===== src/rtl/core/ble_pkg.sv =====
// Shared types and constants for the battery level estimator.
// Holds widths, reciprocal constants, the configuration layout and a stage struct.
// No dependencies.
package ble_pkg;

  // batch size, a power of two from 1 to 64
  localparam int unsigned SAMPLES_PER_BATCH = 16;
  localparam int unsigned BATCH_LOG2 = $clog2(SAMPLES_PER_BATCH);
  localparam int unsigned CNT_W = (BATCH_LOG2 > 0) ? BATCH_LOG2 : 1;

  // field widths
  localparam int unsigned ADC_W = 12;
  localparam int unsigned MV_W = 15;
  localparam int unsigned Q8_W = 23;
  localparam int unsigned PCT_W = 7;
  localparam int unsigned SUM_W = ADC_W + BATCH_LOG2;
  localparam int unsigned CFG_IDX_W = 3;

  // mean * 18000 compared against threshold * 4095
  localparam int unsigned SCALED_W = 27;
  localparam int unsigned MV_FULL_SCALE = 18000;
  localparam int unsigned ADC_FULL_SCALE = 4095;

  // v = mean*102400/91 = 1125*mean + floor(25*mean/91)
  localparam int unsigned V_INT_MUL = 1125;
  localparam int unsigned V_FRAC_MUL = 4609150;   // 25 * ceil(2^24 / 91)
  localparam int unsigned V_FRAC_SHIFT = 24;
  localparam int unsigned V_FRAC_W = ADC_W + 23;

  // filter update, divide by five over a 26-bit dividend
  localparam int unsigned FSUM_W = Q8_W + 3;
  localparam int unsigned DIV5_MUL = 107374183;   // ceil(2^29 / 5)
  localparam int unsigned DIV5_SHIFT = 29;
  localparam int unsigned FPROD_W = FSUM_W + 27;

  // percent slopes
  localparam int unsigned LOW_SHIFT = 9;          // 7680 = 512 * 15
  localparam int unsigned DIV15_MUL = 17477;      // ceil(2^18 / 15)
  localparam int unsigned HIGH_SHIFT = 10;        // 5120 = 1024 * 5
  localparam int unsigned DIV5S_MUL = 52429;      // ceil(2^18 / 5)
  localparam int unsigned PCT_RECIP_SHIFT = 18;
  localparam int unsigned PCT_MAX = 100;
  localparam int unsigned KNEE_PCT = 10;

  // configuration register indexes
  typedef enum logic [CFG_IDX_W-1:0] {
    REG_USB_THRESHOLD = 3'd0,
    REG_MIN_VALID     = 3'd1,
    REG_MAX_VALID     = 3'd2,
    REG_EMPTY         = 3'd3,
    REG_KNEE          = 3'd4
  } reg_idx_t;

  typedef struct packed {
    logic [MV_W-1:0] usb_threshold_mv;
    logic [MV_W-1:0] min_valid_mv;
    logic [MV_W-1:0] max_valid_mv;
    logic [MV_W-1:0] empty_mv;
    logic [MV_W-1:0] knee_mv;
  } cfg_t;

  // per-batch voltage decisions
  typedef struct packed {
    logic            usb;
    logic            in_window;
    logic [Q8_W-1:0] volt_q8;
  } volt_t;

endpackage


===== src/rtl/core/ble_pct.sv =====
// Charge percent from the filtered Q.8 millivolt value, two slopes and a clamp.
// Depends on ble_pkg.
module ble_pct
  import ble_pkg::*;
(
  input  logic [Q8_W-1:0]  filt,
  input  cfg_t             cfg,
  output logic [PCT_W-1:0] percent
);

  logic [Q8_W-1:0]   e_q8;
  logic [Q8_W-1:0]   k_q8;
  logic [Q8_W-1:0]   low_diff;
  logic [Q8_W-1:0]   high_diff;
  logic [Q8_W+1:0]   high_x3;
  logic [31:0]       low_prod;
  logic [31:0]       high_prod;
  logic [10:0]       low_q;
  logic [12:0]       high_q;

  assign e_q8 = {cfg.empty_mv, 8'd0};
  assign k_q8 = {cfg.knee_mv, 8'd0};

  // low region: 30 mV per percent
  assign low_diff = filt - e_q8;
  assign low_prod = 32'(low_diff[Q8_W-1:LOW_SHIFT]) * 32'(DIV15_MUL);
  assign low_q    = 11'(low_prod >> PCT_RECIP_SHIFT);

  // main region: 0.15 percent per mV
  assign high_diff = filt - k_q8;
  assign high_x3   = (Q8_W+2)'(high_diff) * (Q8_W+2)'(3);
  assign high_prod = 32'(high_x3[Q8_W+1:HIGH_SHIFT]) * 32'(DIV5S_MUL);
  assign high_q    = 13'(high_prod >> PCT_RECIP_SHIFT);

  // region select and saturation
  always_comb begin
    if (filt <= e_q8) begin
      percent = '0;
    end else if (filt < k_q8) begin
      percent = (low_q > 11'(PCT_MAX)) ? PCT_W'(PCT_MAX) : PCT_W'(low_q);
    end else begin
      percent = (high_q >= 13'(PCT_MAX - KNEE_PCT)) ? PCT_W'(PCT_MAX)
                                                    : PCT_W'(high_q + 13'(KNEE_PCT));
    end
  end

endmodule


===== config.mk =====
export PLATFORM = sky130hd
export DESIGN_NAME = ble_pct
export DESIGN_NICKNAME = d
export VERILOG_FILES = /design/src/rtl/core/ble_pkg.sv /design/src/rtl/core/ble_pct.sv
export SDC_FILE = /design/constraint.sdc
export NUM_CORES = 1
export LEC_CHECK = 0
export ABC_CLOCK_PERIOD_IN_PS = 40900
export BUFFER_PORTS_ARGS = -buffer_cell sky130_fd_sc_hd__buf_2
export CAP_MARGIN = 25
export CORE_ASPECT_RATIO = 0.7
export CORE_UTILIZATION = 65
export DETAILED_ROUTE_END_ITERATION = 8
export PLACE_DENSITY = 0.88
export SLEW_MARGIN = 20
export SYNTH_ARGS = -nofsm -noshare
export SYNTH_HDL_FRONTEND = slang
export SYNTH_SLANG_ARGS = --single-unit

===== constraint.sdc =====
create_clock -name vclk -period 40.9
set_clock_uncertainty 0.1 [all_clocks]
set_input_delay 8.18 -clock vclk [all_inputs]
set_output_delay 8.18 -clock vclk [all_outputs]
set_load 0.005 [all_outputs]

==> impl_metrics.csv <==
group,metric,value,unit
setup_path,path_buf_inv,8,
global_route,grt_antenna_before_repair,0,
global_route,grt.total_usage,31.62,%
setup_path,crit_start,"filt[8]",
synth,yosysUniqueCellTypes,82,
routing,wirelength,21.07,mm
setup_path,worstPathArrival,18.32,ns
routing,vias,7563,
synth,synth_fp_nets,1468,
finish,fillers,1028,
die,start_util,66.97,%
finish,seq_cells,0,
sta,hold_viol,0,
outcome,status,"finished, final reports clean",
sta,max_freq,37.59,MHz
sta,period_share,65.04,%
finish,clkbuf_count,0,
global_route,grt_max_degree,10,
setup_path,start_kind,"input pin",
routing,avgRoutedWirePerCell,16.52,um
setup_path,worstSetupPathType,"in2out",
routing,dr.pass1.iters,5,
die,coreArea,0.01323,mm^2
die,die_w,141.5,um
sta,worst_slew_pin_slew,1.024,ns
synth,synth.avg_cell_area,8.525,um^2
routing,antenna_left,0,
global_route,gr-total-overflow,0,
setup_path,critPathRequiredTime,32.62,ns
finish,num_antenna_cells,0,
finish,drive_gt1_share,9.083,%
sta,drv_slew,0,
sta,finalCriticalPeriod,26.60,ns
setup_path,crit_slowest_cell,"fa_1",
placement,gp_congestion,0.9204,
sta,setup_violations,0,
finish,syn2layout_area_growth,5.650,%
routing,via_per_inst,5.932,
finish,final_nets,1521,
die,die_y,99.67,um
die,dieArea,0.01410,mm^2
sta,rsz0062_at_grt,"no",
die,rows,35,
routing,drtIter0Drc,456,
placement,dp_hpwl,19.05,mm
routing,drc_errors,0,
hold_path,hp-start,"filt[22]",
die,boundaryPins,105,
clock_network,cts_setup_buffers,0,
clock_network,cts_hold_buf,0,
placement,place.port_buffers,60,
synth,syn_area,0.008857,mm^2
setup_path,critical_path.top_delay_family,"adder cells",
setup_path,crit_fanout,6,
hold_path,worstHoldPathType,"in2out",
synth,ys_seq_area_share,0,%
synth,netlist_instances,1039,
synth,synth_warnings,0,
setup_path,critPathCaptureType,"output port",
clock_network,post_cts_resized,0,
finish,regArea,0,um^2
sta,relSlewSlack,31.39,%
job,maxCapViolCount,0,
global_route,first_global_vias,7856,
setup_path,cpPeakStageDelay,0.62,ns
sta,tns,0,ns
global_route,grt_pass1_wl,36.11,mm
-- layout make-up --
type	count	area [um^2]	share of cell area, %
Inverter	215	807.0	8.624
Tap cell	185	231.5	2.474
Multi-Input combinational cell	814	8011	85.61
Timing Repair Buffer	61	307.8	3.289
-- synth_stat cells (6+ instances only) --
| master | count | area [um^2] |
|---|---|---|
| a211oi_1 | 8 | 60.06 |
| a21o_1 | 24 | 180.2 |
| a21oi_1 | 59 | 295.3 |
| a31oi_1 | 6 | 37.54 |
| clkbuf_1 | 8 | 30.03 |
| fa_1 | 81 | 1622 |
| ha_1 | 250 | 3128 |
| inv_1 | 212 | 795.8 |
| nand2_1 | 47 | 176.4 |
| nand2b_1 | 12 | 75.07 |
| nand3_1 | 14 | 70.07 |
| nand4_1 | 15 | 93.84 |
| nor2_1 | 45 | 168.9 |
| nor2b_1 | 9 | 56.30 |
| nor3_1 | 10 | 50.05 |
| o211ai_1 | 11 | 82.58 |
| o21ai_0 | 34 | 170.2 |
| o21ai_1 | 6 | 30.03 |
| o21bai_1 | 10 | 75.07 |
| xnor2_1 | 42 | 367.9 |
| xor2_1 | 21 | 183.9 |
-- through the flow --
stage / area [um^2] / hold slack [ns] / worst slack [ns] / cells / utilization, %
CTS: 9358 / 17.08 / 14.34 / 1275 / 70.76
global placement: 9358 / 17.06 / 14.54 / 1275 / 70.76
finish: 9358 / 17.09 / 14.30 / 1275 / 70.76
detailed placement: 9358 / 17.06 / 14.37 / 1275 / 70.76
global route: 9358 / 17.14 / 13.58 / 1275 / 70.76
floorplan: 8857 / 16.74 / 15.49 / 1039 / -
-- cell families (layout without fill, tap and decap cells) --
group	count (synthesis)	count (layout)	synth area share, %
buf+inv	225	276	9.549
fa+ha+maj	333	333	53.86
mux	6	6	0.7628
xor+xnor	66	66	6.908
compound gates	217	217	17.55
simple gates	192	192	11.37
-- final timing paths --
path,cells after the start,slack (ns),endpoint
max,40,14.30,percent[3]
min,8,17.09,percent[0]
-- tightest hold or removal path: stages --
cell	delay (ns)
buf_2	0.09
ha_1	0.16
a211oi_2	0.08
o2111ai_1	0.12
a2111oi_2	0.09
nand3_1	0.08
o31ai_1	0.06
buf_2	0.13
-- metal layers --
metal / wire (um) / GRT usage, %
met3: 1560 / 5.104
met5: 0 / 0
met4: 140 / 3.309
met2: 9310 / 54.26
met1: 10050 / 43.20
-- cell usage in the layout, fill, tap and decap left out, drive strengths merged, types with 13 or more instances in the layout --
master / n
ha: 250
inv: 215
fa: 81
buf: 61
a21oi: 61
nand2: 47
nor2: 45
xnor2: 44
o21ai: 41
a21o: 24
xor2: 22
nand4: 16
nand3: 15
a211oi: 13
Power is left out: the tool's default activity adds up to more than one toggle a clock period on the data nets, which glitch-free logic cannot reach.
