**src/rtl/core/ble_pkg.sv**
```systemverilog
// Shared types and constants for the battery level estimator.
// Holds widths, reciprocal constants, the configuration layout and a stage struct.
// No dependencies.
package ble_pkg;

  // batch size, a power of two from 1 to 64
  localparam int unsigned SAMPLES_PER_BATCH = 16;
  localparam int unsigned BATCH_LOG2 = $clog2(SAMPLES_PER_BATCH);
  localparam int unsigned CNT_W = (BATCH_LOG2 > 0) ? BATCH_LOG2 : 1;

  // field widths
  localparam int unsigned ADC_W = 12;
  localparam int unsigned MV_W = 15;
  localparam int unsigned Q8_W = 23;
  localparam int unsigned PCT_W = 7;
  localparam int unsigned SUM_W = ADC_W + BATCH_LOG2;
  localparam int unsigned CFG_IDX_W = 3;

  // mean * 18000 compared against threshold * 4095
  localparam int unsigned SCALED_W = 27;
  localparam int unsigned MV_FULL_SCALE = 18000;
  localparam int unsigned ADC_FULL_SCALE = 4095;

  // v = mean*102400/91 = 1125*mean + floor(25*mean/91)
  localparam int unsigned V_INT_MUL = 1125;
  localparam int unsigned V_FRAC_MUL = 4609150;   // 25 * ceil(2^24 / 91)
  localparam int unsigned V_FRAC_SHIFT = 24;
  localparam int unsigned V_FRAC_W = ADC_W + 23;

  // filter update, divide by five over a 26-bit dividend
  localparam int unsigned FSUM_W = Q8_W + 3;
  localparam int unsigned DIV5_MUL = 107374183;   // ceil(2^29 / 5)
  localparam int unsigned DIV5_SHIFT = 29;
  localparam int unsigned FPROD_W = FSUM_W + 27;

  // percent slopes
  localparam int unsigned LOW_SHIFT = 9;          // 7680 = 512 * 15
  localparam int unsigned DIV15_MUL = 17477;      // ceil(2^18 / 15)
  localparam int unsigned HIGH_SHIFT = 10;        // 5120 = 1024 * 5
  localparam int unsigned DIV5S_MUL = 52429;      // ceil(2^18 / 5)
  localparam int unsigned PCT_RECIP_SHIFT = 18;
  localparam int unsigned PCT_MAX = 100;
  localparam int unsigned KNEE_PCT = 10;

  // configuration register indexes
  typedef enum logic [CFG_IDX_W-1:0] {
    REG_USB_THRESHOLD = 3'd0,
    REG_MIN_VALID     = 3'd1,
    REG_MAX_VALID     = 3'd2,
    REG_EMPTY         = 3'd3,
    REG_KNEE          = 3'd4
  } reg_idx_t;

  typedef struct packed {
    logic [MV_W-1:0] usb_threshold_mv;
    logic [MV_W-1:0] min_valid_mv;
    logic [MV_W-1:0] max_valid_mv;
    logic [MV_W-1:0] empty_mv;
    logic [MV_W-1:0] knee_mv;
  } cfg_t;

  // per-batch voltage decisions
  typedef struct packed {
    logic            usb;
    logic            in_window;
    logic [Q8_W-1:0] volt_q8;
  } volt_t;

endpackage

```
**src/rtl/core/ble_volt.sv**
```systemverilog
// Batch mean to Q.8 millivolts, USB flag and valid window check.
// Depends on ble_pkg.
module ble_volt
  import ble_pkg::*;
(
  input  logic [ADC_W-1:0] mean,
  input  cfg_t             cfg,
  output volt_t            volt
);

  logic [SCALED_W-1:0] scaled;
  logic [SCALED_W-1:0] usb_lim;
  logic [SCALED_W-1:0] min_lim;
  logic [SCALED_W-1:0] max_lim;
  logic [V_FRAC_W-1:0] frac_prod;
  logic [Q8_W-1:0]     int_part;

  // exact compares against threshold * 4095
  assign scaled  = SCALED_W'(mean) * SCALED_W'(MV_FULL_SCALE);
  assign usb_lim = SCALED_W'(cfg.usb_threshold_mv) * SCALED_W'(ADC_FULL_SCALE);
  assign min_lim = SCALED_W'(cfg.min_valid_mv) * SCALED_W'(ADC_FULL_SCALE);
  assign max_lim = SCALED_W'(cfg.max_valid_mv) * SCALED_W'(ADC_FULL_SCALE);

  // floor(mean * 18000 * 256 / 4095)
  assign frac_prod = V_FRAC_W'(mean) * V_FRAC_W'(V_FRAC_MUL);
  assign int_part  = Q8_W'(mean) * Q8_W'(V_INT_MUL);

  assign volt.usb       = (scaled > usb_lim);
  assign volt.in_window = (scaled > min_lim) && (scaled < max_lim);
  assign volt.volt_q8   = int_part + Q8_W'(frac_prod >> V_FRAC_SHIFT);

endmodule

```
**config.mk**
```make
export PLATFORM = sky130hd
export DESIGN_NAME = ble_volt
export DESIGN_NICKNAME = d
export VERILOG_FILES = /design/src/rtl/core/ble_pkg.sv /design/src/rtl/core/ble_volt.sv
export SDC_FILE = /design/constraint.sdc
export NUM_CORES = 1
export LEC_CHECK = 0
export BUFFER_PORTS_ARGS = -buffer_cell sky130_fd_sc_hd__buf_2
export CAP_MARGIN = 20
export CELL_PAD_IN_SITES_DETAIL_PLACEMENT = 1
export CELL_PAD_IN_SITES_GLOBAL_PLACEMENT = 1
export CORE_MARGIN = 4
export CORE_UTILIZATION = 47
export DETAILED_ROUTE_END_ITERATION = 10
export PLACE_DENSITY = 0.82
export SLEW_MARGIN = 20
export SYNTH_ARGS = -nofsm -noshare
export SYNTH_HDL_FRONTEND = slang
export SYNTH_SLANG_ARGS = --single-unit
```
**constraint.sdc**
```tcl
create_clock -name vclk -period 8.2
set_input_delay 0.41 -clock vclk [all_inputs]
set_output_delay 0.41 -clock vclk [all_outputs]
set_load 0.005 [all_outputs]
```
==> results of run 1 <==
## cell usage in the layout, fill, tap and decap left out, types with 23 or more instances in the layout
cell type	instances
a21o_1	57
a21oi_1	98
buf_2	76
buf_4	128
fa_1	368
ha_1	408
ha_4	28
inv_1	478
inv_2	27
nand2_1	40
nor2_1	68
nor3_1	23
o21ai_0	55
o21bai_1	24
xnor2_1	63
xor2_1	34
## cell type report
class,count,area share
timing repair buffer,224,0.0709
inverter,505,0.0843
tap,532,0.0296
antenna,1,0.000111
multi-input combinational,1527,0.815
## per-stage QoR
| stage | util | area, um^2 |
|---|---|---|
| finish | 0.548 | 22500 |
| floorplan | - | 19700 |
| detailed placement | 0.527 | 21600 |
| CTS | 0.543 | 22300 |
| global route | 0.548 | 22500 |
| global placement | 0.527 | 21600 |
## routing by layer
layer	vias to the layer above	wire, um	GRT usage
li1	7102	-	-
met1	8020	23500	0.314
met2	338	33400	0.519
met3	169	1960	0.0251
met4	2	2710	0.0964
met5	-	13	0
## path summary, 6_finish.rpt
check / from / to / slack (ns) / cells after the start
hold / removal: mean[1] / volt[1] / 1.52 / 5
setup / recovery: mean[11] / volt[21] / -1.01 / 37
## repair_timing
item	in CTS	in global routing
setup endpoints to repair	15	17
buffers inserted	15	9
pin swaps	54	29
gates resized for setup	120	30
## cell families after synthesis
kind of cell	count (synthesis)	share of synthesized area
and+or+nand+nor	243	0.0625
xor gates and xnor gates	104	0.0465
muxes	2	0.00109
adders and majority gates	823	0.673
buffers and inverters	522	0.100
AOI/OAI and AO/OA	355	0.117
## critical path: cells and delay by family
kind,cells,cell delay (ns)
adders and majority gates,11,4.71
AOI/OAI and AO/OA,11,1.59
and+or+nand+nor,4,1.04
buffers and inverters,10,0.86
xor gates and xnor gates,1,0.17
==> impl_metrics.toml, run 1 <==
[run_status]
outcome = "finished, violations left"
violations = "setup timing"

[finish]
fin_cells = 2789
nets = 3168
drive_above_1_share = 0.156
area_delta_synth_final_pct = 14.7
multi_input_area_mm2 = 0.0183
nClkBuffers = 0
seq_cells = 0
regArea_um2 = 0
fillers = 4647

[grt]
grt_pass1_vias = 18567
antenna_found_initial = 2
grt_pass1_wl_um = 96900
grtUsageTotal = 0.271
grt_start_max_net_pins = 14
gr-total-overflow = 0

[critical_path]
critPathLaunchType = "input port"
path_max_fanout = 4
critical_path.slowest_cell = "fa_1"
crit_top_cell = "fa_1"
cp.required_ns = 7.79
criticalPathCategory = "input port to output pin"
critPathMaxStageDelay_ns = 0.56
arrival_ns = 8.80
setup.worst_path.end_class = "output pin"

[routing]
routed_wirelength_um = 61600
dr.pass1.iters = 5
drtIter0Drc = 661
vias = 15631
drt-vias-per-instance = 5.60
wl_per_cell_um = 22.1
ant_nets = 0
drc = 0

[die]
die-area_mm2 = 0.0450
core-area_mm2 = 0.0410
row_count = 74
die_x_um = 212
die_y_um = 212
pin_count = 112
initial_utilization = 0.478

[placement]
pre_cts_ws_ns = -1.18
hpwl_um = 53600
port_buffers = 82
placed_cells = 2768
gp_congestion = 0.899

[worst_hold_path]
hp-class = "input port to output pin"

[clock_network]
cts_hold_buf = 0

[synth]
yosys-top-cells-count = "inv_1, ha_1, fa_1, a21oi_1, nor2_1"
netlist_area_mm2 = 0.0196
synth.lib_cells_used.distinct = 63
yosysTopAreaCellShare = 0.392
yosys.area.top_type = "fa_1"
synth.most_common_cell = "inv_1"
syn_inst = 2049
yosys_warnings = 0
ys_top_cells_by_area = "fa_1, ha_1, inv_1"
avgSynthCellArea_um2 = 9.56
synth-seq-area-share = 0
syn_nets = 2959

[sta]
slew_headroom = 0.398
final_max_slew_viol_count = 0
grt_setup_unrepaired = "yes"
fin_setup_tns_ns = -10.80
finalCritPeriodShare = 1.12
tightest_slew_ns = 0.904
fmax_ghz = 0.109
setup_violations = 15
holdWs_ns = 1.52
final_hold_viol_count = 0
period_minus_slack_ns = 9.21
setup_slack_ns = -1.01

[flow_run]
max_cap_viol_count = 0
==> inputs of run 2 (changes only) <==
--- a/config.mk
+++ b/config.mk
@@ -5,14 +5,15 @@
 export SDC_FILE = /design/constraint.sdc
 export NUM_CORES = 1
 export LEC_CHECK = 0
+export ABC_AREA = 1
 export BUFFER_PORTS_ARGS = -buffer_cell sky130_fd_sc_hd__buf_2
 export CAP_MARGIN = 20
 export CELL_PAD_IN_SITES_DETAIL_PLACEMENT = 1
 export CELL_PAD_IN_SITES_GLOBAL_PLACEMENT = 1
 export CORE_MARGIN = 4
-export CORE_UTILIZATION = 47
+export CORE_UTILIZATION = 45
 export DETAILED_ROUTE_END_ITERATION = 10
-export PLACE_DENSITY = 0.82
+export PLACE_DENSITY = 0.78
 export SLEW_MARGIN = 20
 export SYNTH_ARGS = -nofsm -noshare
 export SYNTH_HDL_FRONTEND = slang
==> constraint.sdc (replaced) <==
create_clock -name vclk -period 9.65
set_input_delay 0.4825 -clock vclk [all_inputs]
set_output_delay 0.4825 -clock vclk [all_outputs]
set_load 0.005 [all_outputs]
==> run 2 against run 1 <==
  * The run now ends clean
  * Worst setup slack gained 1.6 ns
  * Cell count is 23% higher
  * Critical endpoint is now volt[17]
  * Via count increased by 16%
  * Largest cell class unchanged
==> impl_metrics.toml, run 2 <==
[routing]
vias = 18116
routed_wirelength_um = 64500
drt-vias-per-instance = 5.30
drc = 0
dr.pass1.iters = 5
ant_nets = 0
wl_per_cell_um = 18.9
drtIter0Drc = 712

[flow_run]
max_cap_viol_count = 0

[finish]
layout_common_cells = "inv_1, nand2_1, ha_1, fa_1, a21oi_1"
seq_cells = 0
fin_cells = 3419
final_common_cell = "inv_1"
final_util = 0.479
nets = 3716
area_delta_synth_final_pct = 5.46
drive_above_1_share = 0.0432
n_antenna_cell = 0
nClkBuffers = 0
regArea_um2 = 0

[synth]
synth-seq-area-share = 0
yosys_warnings = 0
syn_nets = 3631
syn_inst = 2721
yosysTopAreaCellShare = 0.355
synth.most_common_cell = "inv_1"
netlist_area_mm2 = 0.0216
yosys-top-cells-count = "inv_1, nand2_1, ha_1, fa_1, a21oi_1"
avgSynthCellArea_um2 = 7.96
yosys.area.top_type = "fa_1"
ys_top_cells_by_area = "fa_1, ha_1, inv_1"
synth.lib_cells_used.distinct = 40

[grt]
grt_pass1_wl_um = 106000
grtUsageTotal = 0.254
grt_start_max_net_pins = 14
antenna_found_initial = 0
gr-total-overflow = 0
grt_pass1_vias = 20478

[critical_path]
cp.required_ns = 9.17
arrival_ns = 8.62
critPathMaxStageDelay_ns = 0.60
path_max_fanout = 12
crit_top_cell = "inv_1"
criticalPathCategory = "input port to output pin"
setup.worst_path.end_class = "output pin"
critPathLaunch = "mean[11]"
critPathLaunchType = "input port"
critical_path.slowest_cell = "fa_1"

[die]
die_y_um = 227
row_count = 80
core-area_mm2 = 0.0476
die_x_um = 227
initial_utilization = 0.454
die-area_mm2 = 0.0517
pin_count = 112

[worst_hold_path]
hp-class = "input port to output pin"
hp-start = "mean[0]"

[sta]
fmax_ghz = 0.110
period_minus_slack_ns = 9.10
fin_setup_tns_ns = 0
setup_violations = 0
tightest_slew_ns = 0.737
final_hold_viol_count = 0
grt_setup_unrepaired = "no"
finalCritPeriodShare = 0.943
slew_headroom = 0.505
final_max_slew_viol_count = 0

[placement]
gp_congestion = 1.02
placed_cells = 3419
hpwl_um = 59200
port_buffers = 82

[run_status]
outcome = "complete, no violations"

[clock_network]
ctsResizeCount = 0
cts_hold_buf = 0
cts_setup_buffers = 0
==> run 2: cell types whose count changed after synthesis, sizes merged, moves of 16 or more <==
| cell | delta |
|---|---|
| nor2 | +65 |
| nand4 | +33 |
| nand3 | +97 |
| and3 | -16 |
| nand2 | +477 |
| xnor2 | -36 |
| a21oi | +70 |
| inv | +162 |
| a21o | -53 |
| nor2b | -18 |
==> run 2: layer usage <==
metal / up-vias / GRT usage / share of wire
li1: 8705 / - / -
met1: 9071 / 0.316 / 0.42
met2: 258 / 0.497 / 0.54
met3: 82 / 0.0104 / 0.023
met4: 0 / 0.0396 / 0.020
met5: - / 0 / 0
==> run 2: through the flow <==
step,hold WS (ns),worst slack [ns],area [um^2]
2_1_floorplan,1.08,1.98,21600
3_3_place_gp,1.74,0.819,22800
3_5_place_dp,1.76,0.613,22800
4_1_cts,1.77,0.615,22800
5_1_grt,1.78,0.177,22800
6_report,1.75,0.545,22800
==> run 2: critical path, delay by kind of cell <==
family	cells	cell delay [ns]
adder cells (fa/ha/maj)	11	5.06
AO/OA/AOI/OAI	4	0.96
XOR/XNOR	1	0.26
AND/OR/NAND/NOR	8	0.82
buffers and inverters	11	1.03
==> run 2: logic make-up after synthesis <==
kind of cell,Yosys count,share of synthesized area
XOR/XNOR,74,0.0299
adder cells (fa/ha/maj),823,0.609
AND/OR/NAND/NOR,866,0.173
AO/OA/AOI/OAI,286,0.0709
buffers and inverters,672,0.118
==> run 2: worst paths after layout <==
path / endpoint / slack [ns] / cells past startpoint
worst max-delay path: volt[17] / 0.55 / 35
worst min-delay path: volt[0] / 1.75 / 3
==> run 2: final cells by class <==
type	instances	area (um^2)
fillers	5960	24800
inverters	667	2500
multi-input cells	2049	19100
repair buffers	88	455
well taps	615	769
Power of run 2 is not shown: default switching activity piles up to over one toggle a cycle in this logic, so the estimate is an artifact.
